$ cat src/rtl/core/wpc_pkg.sv
// Package for the word pattern canonicalizer: label table, register map and widths.
// No dependencies; used by wpc_engine and word_pattern_canonicalizer.
`default_nettype none
package wpc_pkg;
    localparam int DefMaxLen = 32;
    localparam int AddrW     = 3;
    localparam logic [AddrW-1:0] RegFoldCase = 3'd0;
    localparam logic [AddrW-1:0] RegGroup    = 3'd4;

    function automatic logic [6:0] label_at(input logic [5:0] k);
        logic [6:0] r;
        begin
            r = 7'd0;
            if (k < 6'd26)
                r = 7'd97 + {1'b0, k};
            else if (k < 6'd52)
                r = 7'd65 + {1'b0, k - 6'd26};
            else if (k < 6'd62)
                r = 7'd48 + {1'b0, k - 6'd52};
            else if (k == 6'd62)
                r = 7'd95;
            else
                r = 7'd45;
            return r;
        end
    endfunction
endpackage
`default_nettype wire

$ cat src/rtl/core/wpc_engine.sv
// Sequencer and memories of the word pattern canonicalizer.
// Depends on wpc_pkg.
`default_nettype none
module wpc_engine
    import wpc_pkg::*;
#(
    parameter int MAX_LEN = DefMaxLen
)
(
    input  wire logic       clk,
    input  wire logic       rst_n,
    input  wire logic       start,
    input  wire logic [7:0] character,
    input  wire logic       last_char,
    input  wire logic       fold_case,
    input  wire logic       group_by_count,
    output logic            busy,
    output logic            valid,
    output logic [6:0]      canonical_char,
    output logic            last_out
);
    localparam int IW = $clog2(MAX_LEN);
    localparam int CW = $clog2(MAX_LEN + 1);

    localparam logic [3:0] S_IDLE   = 4'd0;
    localparam logic [3:0] S_LOOK   = 4'd1;
    localparam logic [3:0] S_TRD    = 4'd2;
    localparam logic [3:0] S_TUPD   = 4'd3;
    localparam logic [3:0] S_EMRD   = 4'd4;
    localparam logic [3:0] S_EMLB   = 4'd5;
    localparam logic [3:0] S_EMOUT  = 4'd6;
    localparam logic [3:0] S_SCAN   = 4'd7;
    localparam logic [3:0] S_SCANW  = 4'd8;
    localparam logic [3:0] S_GEMIT  = 4'd9;
    localparam logic [3:0] S_CLEAR  = 4'd10;
    localparam logic [3:0] S_CLRW   = 4'd11;

    // Memories: per-position characters, per-byte labels, per-label tallies.
    logic [7:0]    word_mem  [MAX_LEN];
    logic [5:0]    label_mem [256];
    logic [CW-1:0] tally_mem [MAX_LEN];
    logic [255:0]  lvalid_reg;

    logic [3:0]    state_reg;
    logic [7:0]    ch_reg;
    logic          last_reg;
    logic [CW-1:0] len_reg;
    logic [CW-1:0] dcnt_reg;
    logic [CW-1:0] idx_reg;
    logic [CW-1:0] k_reg;
    logic [CW-1:0] bestv_reg;
    logic [CW-1:0] rep_reg;
    logic [IW-1:0] best_idx_reg;
    logic          found_reg;

    logic [7:0]    word_q;
    logic [5:0]    label_q;
    logic [CW-1:0] tally_q;
    logic [IW-1:0] word_ra;
    logic [7:0]    label_ra;
    logic [IW-1:0] tally_ra;
    logic          word_we;
    logic          label_we;
    logic          tally_we;
    logic [IW-1:0] tally_wa;
    logic [CW-1:0] tally_wd;
    logic [6:0]    out_next;
    logic          out_v_next;
    logic          out_l_next;
    logic [7:0]    cin;

    assign busy = (state_reg != S_IDLE);
    assign cin = (fold_case && character >= 8'h41 && character <= 8'h5A)
               ? character + 8'h20 : character;

    always_ff @(posedge clk)
    begin
        if (word_we)
            word_mem[len_reg[IW-1:0]] <= ch_reg;
        if (label_we)
            label_mem[ch_reg] <= 6'(dcnt_reg);
        if (tally_we)
            tally_mem[tally_wa] <= tally_wd;
        word_q  <= word_mem[word_ra];
        label_q <= label_mem[label_ra];
        tally_q <= tally_mem[tally_ra];
    end

    // Memory address and write controls.
    always_comb
    begin
        word_ra  = idx_reg[IW-1:0];
        label_ra = (state_reg == S_EMLB) ? word_q : ch_reg;
        tally_ra = idx_reg[IW-1:0];
        word_we  = 1'b0;
        label_we = 1'b0;
        tally_we = 1'b0;
        tally_wa = label_q[IW-1:0];
        tally_wd = tally_q + 1'b1;
        case (state_reg)
            S_LOOK:
            begin
                if (len_reg < CW'(MAX_LEN))
                begin
                    word_we = 1'b1;
                    if (!lvalid_reg[ch_reg])
                    begin
                        label_we = 1'b1;
                        tally_we = 1'b1;
                        tally_wa = dcnt_reg[IW-1:0];
                        tally_wd = CW'(1);
                    end
                end
            end
            S_TRD:
                tally_ra = label_q[IW-1:0];
            S_TUPD:
                tally_we = 1'b1;
            S_GEMIT:
            begin
                if (rep_reg == CW'(1))
                begin
                    // The entry at the best place takes the value at k before k moves on.
                    tally_we = 1'b1;
                    tally_wa = best_idx_reg;
                    tally_wd = tally_q;
                end
            end
            default:
            begin
            end
        endcase
    end

    always_ff @(posedge clk or negedge rst_n)
    begin
        if (!rst_n)
        begin
            state_reg  <= S_IDLE;
            len_reg    <= '0;
            dcnt_reg   <= '0;
            lvalid_reg <= '0;
            valid      <= 1'b0;
        end
        else
        begin
            valid <= out_v_next;
            case (state_reg)
                S_IDLE:
                begin
                    if (start)
                    begin
                        ch_reg    <= cin;
                        last_reg  <= last_char;
                        state_reg <= S_LOOK;
                    end
                end
                S_LOOK:
                begin
                    if (len_reg < CW'(MAX_LEN))
                    begin
                        len_reg <= len_reg + 1'b1;
                        if (!lvalid_reg[ch_reg])
                        begin
                            lvalid_reg[ch_reg] <= 1'b1;
                            dcnt_reg <= dcnt_reg + 1'b1;
                            state_reg <= S_CLEAR;
                        end
                        else
                            state_reg <= S_TRD;
                    end
                    else
                        state_reg <= S_CLEAR;
                end
                S_TRD:
                    state_reg <= S_TUPD;
                S_TUPD:
                    state_reg <= S_CLEAR;
                S_CLEAR:
                begin
                    idx_reg <= '0;
                    k_reg   <= '0;
                    if (!last_reg)
                        state_reg <= S_IDLE;
                    else if (group_by_count)
                    begin
                        bestv_reg <= '0;
                        found_reg <= 1'b0;
                        state_reg <= (dcnt_reg == '0) ? S_CLRW : S_SCAN;
                    end
                    else
                        state_reg <= (len_reg == '0) ? S_CLRW : S_EMRD;
                end
                S_EMRD:
                    state_reg <= S_EMLB;
                S_EMLB:
                    state_reg <= S_EMOUT;
                S_EMOUT:
                begin
                    idx_reg <= idx_reg + 1'b1;
                    state_reg <= (idx_reg + 1'b1 == len_reg) ? S_CLRW : S_EMRD;
                end
                S_SCAN:
                begin
                    // Reads issue one a cycle; idx_reg runs from k to dcnt.
                    if (idx_reg == '0 && !found_reg)
                        idx_reg <= k_reg;
                    else
                        idx_reg <= idx_reg + 1'b1;
                    found_reg <= 1'b1;
                    if (found_reg && idx_reg != k_reg)
                    begin
                        if (tally_q > bestv_reg)
                        begin
                            bestv_reg <= tally_q;
                            best_idx_reg <= IW'(idx_reg - 1'b1);
                        end
                    end
                    else if (found_reg)
                    begin
                        bestv_reg <= '0;
                    end
                    if (found_reg && idx_reg == dcnt_reg)
                    begin
                        idx_reg <= k_reg;
                        state_reg <= S_SCANW;
                    end
                end
                S_SCANW:
                begin
                    rep_reg <= bestv_reg;
                    state_reg <= S_GEMIT;
                end
                S_GEMIT:
                begin
                    // idx_reg stays at k so the tally read keeps the value at k.
                    rep_reg <= rep_reg - 1'b1;
                    if (rep_reg == CW'(1))
                    begin
                        k_reg <= k_reg + 1'b1;
                        if (k_reg + 1'b1 == dcnt_reg)
                            state_reg <= S_CLRW;
                        else
                        begin
                            idx_reg   <= k_reg + 1'b1;
                            found_reg <= 1'b0;
                            bestv_reg <= '0;
                            state_reg <= S_SCAN;
                        end
                    end
                end
                S_CLRW:
                begin
                    len_reg    <= '0;
                    dcnt_reg   <= '0;
                    lvalid_reg <= '0;
                    state_reg  <= S_IDLE;
                end
                default:
                    state_reg <= S_IDLE;
            endcase
        end
    end

    // Output assembly; in group mode the run of label k ends the word with
    // the last distinct entry.
    always_comb
    begin
        out_v_next = 1'b0;
        out_l_next = 1'b0;
        out_next   = label_at(label_q);
        if (state_reg == S_EMOUT)
        begin
            out_v_next = 1'b1;
            out_l_next = (idx_reg + 1'b1 == len_reg);
        end
        else if (state_reg == S_GEMIT)
        begin
            out_next   = label_at(6'(k_reg));
            out_v_next = 1'b1;
            out_l_next = (rep_reg == CW'(1) && k_reg + 1'b1 == dcnt_reg);
        end
    end

    always_ff @(posedge clk)
    begin
        canonical_char <= out_next;
        last_out       <= out_l_next;
    end
endmodule
`default_nettype wire

$ cat src/rtl/core/word_pattern_canonicalizer.sv
// Top level of the word pattern canonicalizer: APB register file and engine.
// Depends on wpc_pkg and wpc_engine.
`default_nettype none
// A word enters one character per request (start while busy is low) and the
// first MAX_LEN characters are kept. A request whose character is new to the
// word keeps busy high through a label-memory lookup and then a wrap-up
// state before the next request can be taken; a request that repeats a
// character adds a tally read and a tally write-back through the registered
// memory. A dropped character takes only the lookup and the wrap-up state.
// On the request marked last the block emits one label per kept position on
// canonical_char, each shown for one cycle with valid high; last_out marks
// the final label. The receiver cannot stall, so the labels come out while
// busy stays high; in plain order each label passes a word read, a label
// read and an emit state. In group mode each label's run comes out one
// label per cycle after a scan of the tallies not yet used. The per-word
// maps clear in the cycle that shows the final label, and busy falls right
// after it.
module word_pattern_canonicalizer
    import wpc_pkg::*;
#(
    parameter int MAX_LEN = DefMaxLen
)
(
    input  wire logic             clk,
    input  wire logic             rst_n,
    input  wire logic             psel,
    input  wire logic             penable,
    input  wire logic             pwrite,
    input  wire logic [AddrW-1:0] paddr,
    input  wire logic [31:0]      pwdata,
    output logic [31:0]           prdata,
    output logic                  pready,
    input  wire logic             start,
    input  wire logic [7:0]       character,
    input  wire logic             last_char,
    output logic                  busy,
    output logic                  valid,
    output logic [6:0]            canonical_char,
    output logic                  last_out
);
    logic fold_reg;
    logic group_reg;

    assign pready = 1'b1;

    always_ff @(posedge clk or negedge rst_n)
    begin
        if (!rst_n)
        begin
            fold_reg  <= 1'b0;
            group_reg <= 1'b0;
        end
        else if (psel && penable && pwrite)
        begin
            if (paddr == RegFoldCase)
                fold_reg <= pwdata[0];
            else if (paddr == RegGroup)
                group_reg <= pwdata[0];
        end
    end

    always_comb
    begin
        prdata = '0;
        if (paddr == RegFoldCase)
            prdata[0] = fold_reg;
        else if (paddr == RegGroup)
            prdata[0] = group_reg;
    end

    wpc_engine #(.MAX_LEN(MAX_LEN)) u_engine (
        .clk            (clk),
        .rst_n          (rst_n),
        .start          (start),
        .character      (character),
        .last_char      (last_char),
        .fold_case      (fold_reg),
        .group_by_count (group_reg),
        .busy           (busy),
        .valid          (valid),
        .canonical_char (canonical_char),
        .last_out       (last_out)
    );

    a_last_valid: assert property (@(posedge clk) disable iff (!rst_n)
        last_out && valid |=> !valid || busy)
        else $error("label after final label");
    a_valid_busy: assert property (@(posedge clk) disable iff (!rst_n)
        valid |-> $past(busy))
        else $error("label without a word in progress");
endmodule
`default_nettype wire
$ cat config.mk
export PLATFORM = sky130hd
export DESIGN_NAME = word_pattern_canonicalizer
export DESIGN_NICKNAME = d
export VERILOG_FILES = /design/src/rtl/core/wpc_pkg.sv /design/src/rtl/core/wpc_engine.sv /design/src/rtl/core/word_pattern_canonicalizer.sv
export SDC_FILE = /design/constraint.sdc
export NUM_CORES = 2
export LEC_CHECK = 0
export BUFFER_PORTS_ARGS = -buffer_cell sky130_fd_sc_hd__buf_2
export CORE_MARGIN = 4
export CORE_UTILIZATION = 50
export CTS_CLUSTER_DIAMETER = 100
export CTS_CLUSTER_SIZE = 10
export DETAILED_ROUTE_END_ITERATION = 8
export PLACE_DENSITY = 0.69
export SYNTH_ARGS = -nofsm -noshare
export SYNTH_HDL_FRONTEND = slang
export SYNTH_SLANG_ARGS = --single-unit
$ cat constraint.sdc
create_clock -name clk -period 5.8 [get_ports clk]
set_input_delay 0.58 -clock clk [delete_from_list [all_inputs] [get_ports clk]]
set_output_delay 0.58 -clock clk [all_outputs]
set_load 0.05 [all_outputs]
After elaboration in Yosys (flattened, before gate mapping) --
Memories as Yosys holds them, arrays and structs flattened. A register that Yosys moved wholly into a read port is not among the register bits. Index checks and enable logic that the tools add are counted.
Word-level totals: RAM bits 1984, memories 3, logic and storage cells 199, output and inout bits 43, flip-flop bits (word level) 322
Operators by class: mux-type cells 85, bitwise gates (word level) 2, $add $sub $neg 18, reduce and logical (&&, ||, !) cells 33, magnitude comparators 12, equality and inequality tests 29
Memories:
- u_engine.label_mem | words 256, width 6, read ports 1, clocked after memory_dff 1, wr ports 1, line wpc_engine.sv:40 | logic [5:0] label_mem [256];
- u_engine.word_mem | words 32, width 8, read ports 1, clocked after memory_dff 1, wr ports 1, line wpc_engine.sv:39 | logic [7:0] word_mem [MAX_LEN];
- u_engine.tally_mem | words 32, width 6, read ports 1, clocked after memory_dff 1, wr ports 1, line wpc_engine.sv:41 | logic [CW-1:0] tally_mem [MAX_LEN];
Operator list (number):
- 256-bit two-way mux | 2
- 256-bit case mux with 2 select lines | 1
- 256-bit OR | 1
- 6-bit two-way mux | 18
- 7-bit two-way mux | 10
- 6-bit case mux with 2 select lines | 5
- 4-bit two-way mux | 11
- 4-bit case mux with 11 select lines | 1
- 6-bit by 1-bit adder with 6-bit output, second input constant | 5
- 6-bit less-than comparator, second input constant | 5
- 7-bit by 6-bit adder with 7-bit output, first input constant | 4
- 1-bit two-way mux | 24
- 6-bit case mux with 4 select lines | 1
- 5-bit two-way mux | 4
- 6-bit equality test | 3
- 6-bit zero test | 3
- 6-bit case mux with 3 select lines | 1
- 4-bit by 3-bit equality test with 1-bit output, second input constant | 4
- 4-bit equality test, second input constant | 4
- 8-bit two-way mux | 2
- 3-bit AND reduction | 5
- 6-bit by 6-bit adder with 7-bit output, first input constant | 2
- 6-bit equality test, second input constant | 2
- 6-bit by 5-bit less-than comparator with 1-bit output, second input constant | 2
- 35 further kinds | 59

Depth between registers and ports, before layout --
depth after elaboration 8, gate-level depth with buffers 16

Modules after synthesis --
A second synthesis with hierarchy kept.
Second synthesis, totals: cells, all modules 5266, area total of the unflattened synthesis 94738.4 um2
By module, submodules not included:
- wpc_engine | times used 1, area each 94365.5 um2, cells each 5223
- word_pattern_canonicalizer | times used 1, area each 372.9 um2, cells each 43

Least setup slack after synthesis --
Ideal clock, no wire load.
kind reg2reg, start register u_engine.dcnt_reg[1], end memory u_engine.tally_mem[2][0] (netlist bit) (enable), path buffers 0, cell stages (with the launch flop) 5, arrival 4.804 ns, required time 5.414 ns, slack 0.610 ns, cell sequence dfrtp_1 -> and2_1 -> o221a_2 -> nand3_1 -> nor4_1
On the way: cells in the longest elaborated chain, start to end 3
Ends and longest elaborated chain:
- from (decl) | line wpc_engine.sv:48 | logic [CW-1:0] dcnt_reg;
- from (signal assigned) | line wpc_engine.sv:166 | dcnt_reg <= dcnt_reg + 1'b1;
- 5-bit two-way mux | line wpc_engine.sv:106 | if (!lvalid_reg[ch_reg])
- 5-bit two-way mux | line wpc_engine.sv:103 | if (len_reg < CW'(MAX_LEN))
- 5-bit case mux with 2 select lines | line wpc_engine.sv:100 | case (state_reg)
- to (decl) | line wpc_engine.sv:41
No other way between the ends.

Worst setup path in the final report --
start register u_engine.ch_reg[3], end memory u_engine.label_mem[227][4] (enable)
On the way: cells in the longest elaborated chain, start to end 7
Ends and longest elaborated chain:
- from (decl) | line wpc_engine.sv:45 | logic [7:0] ch_reg;
- from (signal assigned) | line wpc_engine.sv:153 | ch_reg <= cin;
- 1-bit binary-select mux with 8-bit select | line wpc_engine.sv:106
- 1-bit two-way mux (not written as such) | line wpc_engine.sv:106
- 1-bit two-way mux | line wpc_engine.sv:106
- 1-bit two-way mux | line wpc_engine.sv:103
- 1-bit two-way mux | line wpc_engine.sv:100
- 1-bit two-way mux | line wpc_engine.sv:80 | if (label_we)
- 1-bit two-way mux (not written as such) | line wpc_engine.sv:81 | label_mem[ch_reg] <= 6'(dcnt_reg);
- to (decl) | line wpc_engine.sv:40
Several ways; a longest one is shown, not always the timed one. The select of a mux whose other input is x is not followed.

==> impl_results.md <==
- Num ports: 93
- Power Dens Cells: 402 nW/um^2
- Worst-Skew Late Latency: 0.92 ns
- Vias in the first global route: 52400
- CP Class: reg2reg
- Initial DRC Count: 5414
- Min cycle time layout: 5.52 ns
- Layout cell share with drive strength beyond 1: 0.207
- HPWL Detailed: 140 mm
- Warnings, synthesis: 0
- Crit-path most repeated cell: nand4_2
- Max Fclk: 181 MHz
- Cells after synthesis: 5371
- Type of the worst min-delay path: in2reg
- Global-route wire length before repair: 345 mm
- Critical Path End Type: flip-flop
- Critical path buffer and inverter count: 1
- Sequential share of the synthesized area: 0.725
- Fillers: 13900
- FF+latch count, synth: 2326
- Leakage: 34.7 nW
- Commonest register cell after synthesis: edfxtp_1
- Top delay family on crit path: simple AND/OR/NAND/NOR gates
- Total grt overflow: 0
- Die Span Y: 442 um
- Finish-stage setup viols: 0
- TritonCTS clock tree: yes
- Worst-Margin Slew: 1.35 ns
- CP cell instances: nand2_1 -> a211oi_1 -> buf_4 -> nor3_1 -> o21ai_1 -> nand4_2 -> o21ai_4 -> nand4_2 -> nor2_1
- Register area: 68200 um^2
- Crit Path Max Fanout: 17
- Final Hold Viols: 0
- RSZ-0062 raised after global routing: no
- Reg clk slew, reported paths: 0.06 ns
- Clock Sinks: 2326
- TritonCTS buffer count: 282
- H-tree Lvls: 5
- Setup_tns: 0 ns
- Peak VDD IR: 0.000334 V
- Worst EP required: 6.29 ns
- GP Congestion: 0.887
- R2r setup slk: 0.28 ns
- Die Wd: 442 um
- Drt pass-1 iters: 6
- Initial Util: 0.505
- Slew margin rel.: 0.103
- Max reg flops: 1536
- Max Cap Viol: 0
- Area of the die: 195000 um^2
- Total track usage: 0.235
- Slowest stage delay, CP: 0.86 ns
- Status: finished clean
- CTS root buf: clkbuf_16
- Final antenna-violating net count: 0
- Crit path max-delay cell type: edfxtp_1
- Data arrival, critical path: 6.00 ns
- Routed WL: 230 mm
- Final net count: 5711
- Setup Skew: 0.0661 ns
- Syn Area/Cell: 17.5 um^2
- Total power draw: 42.8 mW
- Layout area overhead: 13.1%
- Synthesized cell area: 94100 um^2
- IO buf count: 29
- Clk buf depth: 4
- Slew Limit Fails: 0
- EDFF count, synth: 2023
- Synth cell types: 69
- Via count: 51000
- CORE AREA: 186000 um^2
- Largest net degree at the start of global routing: 207
- Initial antenna violation count: 2
- Final std cell area, no fill: 106000 um^2
- Cell area after placement: 98200 um^2
- CP Launch Type: flip-flop
- Avg WL per Cell: 27.7 um
- Area of the multi-input gates: 24400 um^2
- Ys async rst share: 0.118
- Fin util: 0.571
- # DRC: 0
- Rows: 158
- Routed vias/inst: 6.15
- Period utilisation layout: 0.951
metal layers:
metal	vias to the layer above	global-route usage	part of all wire
li1	21500	-	-
met1	26700	0.323	0.39
met2	2285	0.374	0.48
met3	504	0.0486	0.082
met4	0	0.0911	0.039
met5	-	0	0
layout by cell type, fill, tap and decap left out, drive strengths merged, types with 23 or more instances in the layout:
cell	n
a21oi	95
a22oi	23
buf	282
clkbuf	462
conb	32
dfrtp	275
dfxtp	28
edfxtp	2023
ha	39
inv	43
mux2i	58
mux4	561
nand2	538
nand3	321
nand4	29
nor2	359
nor4	51
o21a	260
o21ai	58
xnor2	29
xor2	36
worst paths after layout:
kind,endpoint,start,cells after the start
worst max-delay path,u_engine.label_mem[227][4]$_DFFE_PP_,u_engine.ch_reg[3]$_DFFE_PP_,9
worst min-delay path,fold_reg$_DFFE_PN0P_,paddr[0],3
worst max register to register,u_engine.label_mem[227][4]$_DFFE_PP_,u_engine.ch_reg[3]$_DFFE_PP_,9
worst min register to register,u_engine.lvalid_reg[61]$_DFFE_PN0P_,u_engine.lvalid_reg[61]$_DFFE_PN0P_,1
max in group asynchronous,u_engine.lvalid_reg[66]$_DFFE_PN0P_,rst_n,3
min in group asynchronous,u_engine.lvalid_reg[184]$_DFFE_PN0P_,rst_n,2
worst register-to-register path, cell delays in order, from the launching register on:
cell	delay [ns]
edfxtp_1	0.86
nand2_1	0.61
a211oi_1	0.75
buf_4	0.23
nor3_1	0.05
o21ai_1	0.11
nand4_2	0.30
o21ai_4	0.70
nand4_2	0.68
nor2_1	0.81
cell families after synthesis:
| group | after synthesis | synth area share |
|---|---|---|
| other | 2 | 0.0000798 |
| adders and majority gates | 39 | 0.00519 |
| and+or+nand+nor | 1398 | 0.0653 |
| DFF | 2326 | 0.725 |
| buffers and inverters | 394 | 0.0185 |
| xor gates and xnor gates | 65 | 0.00605 |
| muxes | 641 | 0.143 |
| AOI/OAI and AO/OA | 506 | 0.0368 |
cell type report:
type / instances / share of cell area
antenna: 4 / 0.0000941
clock buffer: 462 / 0.0741
clock inverter: 7 / 0.000777
inverter: 37 / 0.00131
multi-input combinational: 2681 / 0.230
sequential: 2326 / 0.641
tap: 2480 / 0.0292
timing repair buffer: 294 / 0.0234
timing repair:
item                                    in CTS  in global routing
setup buffers                                0                  0
hold buffers                                12                  0
endpoints found under the hold margin       71                  0
endpoints found under the setup margin       0                 77
gates resized for setup                      0                  1
synth_stat cells, types with 28 or more instances:
cell type  count  area share
o21ai_0       56      0.0030
inv_1         37      0.0015
edfxtp_1    2023        0.65
a21oi_1       95      0.0051
buf_4         36      0.0029
clkbuf_1     244      0.0097
mux2i_1       58      0.0062
buf_2         52      0.0028
nor4_1        49      0.0033
xor2_1        36      0.0034
xnor2_1       29      0.0027
o21a_1       260       0.021
dfrtp_1      275       0.073
dfxtp_1       28      0.0060
mux4_2       561        0.13
nand3_1      321       0.017
nand2_1      538       0.021
ha_1          39      0.0052
nor2_1       359       0.014
through the flow:
stage	hold slack (ns)	std cells	worst slack (ns)
floorplan	0.284	5401	0.610
finish	0.0902	8291	0.282
detailed placement	0.475	7805	0.108
CTS	0.0280	8286	0.0132
global placement	0.467	7805	0.138
global route	0.0666	8288	0.205
report_power, final:
part	total (mW)	switching [mW]	leakage (nW)	internal, mW
sequential	20.3	0.603	21.1	19.7
clock	15.6	6.36	3.81	9.24
combinational	6.86	4.57	9.83	2.30
total	42.8	11.5	34.7	31.2
Power figures use the tool's default switching activity.
